--- src/hw/rtl/rmq_pkg.sv ---
// ----------------------------------------------------------------------------
// rmq_pkg
// shared sizes, controller states, command and status bundles and the
// signed minimum used by the range minimum query block
// ----------------------------------------------------------------------------
package rmq_pkg;

    localparam int MAX_ELEMENTS = 1024;
    localparam int NODES        = 2 * MAX_ELEMENTS;
    localparam int NODE_W       = $clog2(NODES);
    localparam int LH_W         = NODE_W + 1;

    localparam int IDX_W = 10;
    localparam int VAL_W = 32;
    localparam int LEN_W = 11;

    localparam logic [LEN_W-1:0] LEN_RESET = LEN_W'(1024);
    localparam logic signed [VAL_W-1:0] TOP_VALUE = 32'sh7FFF_FFFF;

    localparam logic FUNC_WRITE = 1'b0;
    localparam logic FUNC_QUERY = 1'b1;

    typedef enum logic [2:0] {
        ST_CLEAR,
        ST_IDLE,
        ST_UPD,
        ST_QLO,
        ST_QHI,
        ST_DONE
    } state_t;

    typedef struct packed {
        logic clr_step;
        logic upd_start;
        logic upd_step;
        logic query_load;
        logic q_lo;
        logic q_hi;
        logic out_load;
    } cmd_t;

    typedef struct packed {
        logic clr_last;
        logic idx_ok;
        logic bad_now;
        logic root;
        logic lo_ge_hi;
        logic out_free;
    } stat_t;

    function automatic logic signed [VAL_W-1:0] lesser(
        input logic signed [VAL_W-1:0] a,
        input logic signed [VAL_W-1:0] b
    );
        return (b < a) ? b : a;
    endfunction

endpackage

--- src/hw/rtl/rmq_ctrl.sv ---
// ----------------------------------------------------------------------------
// rmq_ctrl
// sequencer for the clearing pass, pyramid updates and range walks
// ----------------------------------------------------------------------------
module rmq_ctrl (
    input  logic           aclk,
    input  logic           aresetn,
    input  logic           s_tvalid,
    input  logic           s_tuser,
    output logic           s_tready,
    input  rmq_pkg::stat_t stat,
    output rmq_pkg::cmd_t  cmd
);
    import rmq_pkg::*;

    state_t state_reg;
    state_t state_next;
    logic   accept;

    assign accept = s_tvalid && (state_reg == ST_IDLE);

    always_ff @(posedge aclk) begin
        if (!aresetn) begin
            state_reg <= ST_CLEAR;
        end else begin
            state_reg <= state_next;
        end
    end

    always_comb begin
        state_next = state_reg;
        case (state_reg)
            ST_CLEAR: begin
                if (stat.clr_last) begin
                    state_next = ST_IDLE;
                end
            end
            ST_IDLE: begin
                if (accept) begin
                    if (s_tuser == FUNC_QUERY) begin
                        state_next = stat.bad_now ? ST_DONE : ST_QLO;
                    end else if (stat.idx_ok) begin
                        state_next = ST_UPD;
                    end
                end
            end
            ST_UPD: begin
                if (stat.root) begin
                    state_next = ST_IDLE;
                end
            end
            ST_QLO: begin
                state_next = stat.lo_ge_hi ? ST_DONE : ST_QHI;
            end
            ST_QHI: begin
                state_next = ST_QLO;
            end
            ST_DONE: begin
                if (stat.out_free) begin
                    state_next = ST_IDLE;
                end
            end
            default: begin
                state_next = ST_CLEAR;
            end
        endcase
    end

    always_comb begin
        cmd      = '0;
        s_tready = 1'b0;
        case (state_reg)
            ST_CLEAR: begin
                cmd.clr_step = 1'b1;
            end
            ST_IDLE: begin
                s_tready       = 1'b1;
                cmd.query_load = accept && (s_tuser == FUNC_QUERY);
                cmd.upd_start  = accept && (s_tuser == FUNC_WRITE) && stat.idx_ok;
            end
            ST_UPD: begin
                cmd.upd_step = 1'b1;
            end
            ST_QLO: begin
                cmd.q_lo = !stat.lo_ge_hi;
            end
            ST_QHI: begin
                cmd.q_hi = 1'b1;
            end
            ST_DONE: begin
                cmd.out_load = stat.out_free;
            end
            default: begin
                cmd = '0;
            end
        endcase
    end

endmodule

--- config.mk ---
export PLATFORM = sky130hd
export DESIGN_NAME = rmq_ctrl
export DESIGN_NICKNAME = d
export VERILOG_FILES = /design/src/hw/rtl/rmq_pkg.sv /design/src/hw/rtl/rmq_ctrl.sv
export SDC_FILE = /design/constraint.sdc
export NUM_CORES = 1
export LEC_CHECK = 0
export ABC_AREA = 1
export BUFFER_PORTS_ARGS = -buffer_cell sky130_fd_sc_hd__buf_2
export CORE_AREA = 2 2 39 41
export CTS_BUF_LIST = sky130_fd_sc_hd__clkbuf_4
export DETAILED_ROUTE_END_ITERATION = 10
export DIE_AREA = 0 0 41 43
export PLACE_DENSITY = 0.54
export SYNTH_ARGS = -nofsm -noshare
export SYNTH_HDL_FRONTEND = slang
export SYNTH_SLANG_ARGS = --single-unit
--- constraint.sdc ---
create_clock -name aclk -period 1.05 [get_ports aclk]
set_input_delay 0.0525 -clock aclk [delete_from_list [all_inputs] [get_ports aclk]]
set_output_delay 0.0525 -clock aclk [all_outputs]
set_load 0.005 [all_outputs]
==> impl_metrics.yaml <==
status:
  status: "complete, but fails checks"
  violations: "negative setup slack"
routing:
  wl_um: 971
  wl_met1_um: 381
  via_per_inst: 4.25
  drt-initial-drc-count: 3
  wl_met2_um: 493
  wl_met3_um: 77
  drc: 0
  vias: 451
  postRouteAntennaNets: 0
  top_layer: "met4"
  dr.pass1.iters: 2
  wl_per_cell_um: 9.16
power:
  p_leak_nw: 0.366
  cellPowerDensity_nw_per_um2: 2910
  peakVddDrop_mv: 1.24
cts:
  cts_made_buffers: 3
  cts_hold_buf: 0
  ctsHtreeMaxLevel: 1
  clk_transition_reported_paths_ps: 40
  ctsRootBufferMaster: "clkbuf_4"
  cts_tree: "yes"
  cts_buffer_depth: 2
  insertion_delay_ps: 230
  cts_sinks: 3
logic_synthesis:
  async_flop_share_pct: 0
  syn_inst: 55
  post-synth-top-area-cell: "dfxtp_1"
  syn_area_per_cell_um2: 5.80
  netlist_top_cells_count: "nand2_1 (10), nor2_1 (9), inv_1 (8)"
  yosys_warnings: 0
  synth_area_um2: 319
  synth_top_cell_area_share_pct: 18.8
  synth_area_leaders: "dfxtp_1 (19%), nand2_1 (12%), nor2_1 (11%)"
  ys_types: 18
  synth_nets: 65
  ys_seq_area_share_pct: 18.8
  yosysMostFrequentCell: "nand2_1"
  ys.flop_type: "dfxtp_1"
  synth_edf_count: 0
  synth-seq-cells: 3
setup_path:
  crit_slowest_cell: "dfxtp_4"
  crit_arrival_ps: 1170
  cp-start-kind: "flip-flop"
  critical_path_class: "reg -> out"
  cp_common_cell: "buf_4"
  end_kind: "output pin"
  cpPeakStageDelay_ps: 380
  worstPathMaxFanout: 5
  path_cells: "buf_4, nand2_4, buf_4, nor3_1, buf_2"
  crit_required_ps: 1000
die:
  die_h_um: 43
  io_pins: 18
  dieArea_um2: 1760
  core_um2: 1380
  rows: 14
  start_util_pct: 23.1
  dieWidth_um: 41
min_path:
  hp-class: "in -> reg"
timing:
  finalHoldViolations: 0
  slew_headroom_pct: 85.3
  setup_tns_ps: -1190
  rsz0062_at_grt: "true"
  min_period_ps: 1220
  setup_viol: 11
  period_share_pct: 116
  fmax_ghz: 0.820
  fin_skew_ps: 1.20
  worst_slack_ps: -169
  finalMaxSlewViolations: 0
  tightest_slew_ps: 218
finish:
  fillerInstances: 145
  drive_above_1_share_pct: 66.7
  largest_register_ffs: 3
  final_cells: 106
  antenna_cells: 0
  fin_nets: 101
  syn2layout_area_growth_pct: 102
placement:
  io_buffer_count: 17
  place_hpwl_um: 689
  dp_slack_ps: -171
  dp_cells: 98
  gp_congestion: 0.681
global_routing:
  antenna_found_initial: 0
  grt_pass1_wl_um: 1450
  grt_pass1_vias: 402
  grt_max_degree: 7
  gr-usage-all-layers_pct: 12.1
  grt.overflow.total: 0
flow_run:
  drv_cap: 0
-- per-layer routing --
metal | vias up | global-route usage (%)
li1 | 238 | -
met1 | 195 | 13.9
met2 | 16 | 18.4
met3 | 2 | 3.14
met4 | 0 | 8.00
met5 | - | 0
-- logic make-up (layout without fill, tap and decap cells) --
group                  after synthesis  after routing  synth area share, %
and+or+nand+nor                     34             34                 52.9
buffers and inverters               12             47                 17.3
AOI/OAI and AO/OA                    6              6                 11.0
DFF                                  3              3                 18.8
-- per-stage QoR --
step	cell area, um2	total power, mW	hold WS (ps)	util, %
2_1_floorplan	323	0.850	139	-
3_3_place_gp	499	1.27	310	36.1
3_5_place_dp	499	1.26	306	36.1
4_1_cts	597	1.73	44.2	43.1
5_1_grt	644	2.04	49.6	46.6
6_report	644	1.88	51.9	46.6
-- path summary, 6_finish.rpt --
| path | startpoint | end | slack, ps | cells past startpoint |
|---|---|---|---|---|
| setup / recovery | state_reg[2] | cmd[0] | -170 | 5 |
| hold / removal | aresetn | state_reg[0] | 50 | 3 |
| setup reg to reg | state_reg[2] | state_reg[2] | -120 | 9 |
| hold reg to reg | state_reg[2] | state_reg[2] | 560 | 2 |
-- cell type report --
class	instances	area, um2	area share [%]
Clock buffer	4	30.0	4.66
Tap cell	16	20.0	3.11
Multi-Input combinational cell	40	258	40.0
Inverter	11	46.3	7.18
Sequential cell	3	71.3	11.1
Timing Repair Buffer	32	219	34.0
-- cells in the final DEF (no fill, tap or decap), types with 4 or more instances in the layout --
master and n:
nor2_2 6, buf_6 5, nand2_1 8, buf_2 16, clkbuf_4 4, inv_1 7
buf_4 11, nor2_1 4
-- power breakdown --
group          internal [mW]  switching [mW]
clock                  0.168          0.0620
combinational          0.694           0.620
sequential             0.204           0.130
-- critical path: cells and delay by family, from the launching register on --
family        cells  cell delay (ps)
flops             1              380
buf+inv           3              390
simple gates      2              170
-- repair_timing --
item,in CTS,in global routing
gates cloned,0,0
endpoints found under the setup margin,11,11
pin swaps,7,5
gates resized for setup,16,9
buffers inserted,2,2
No activity file was read; power rests on OpenSTA's default activity.
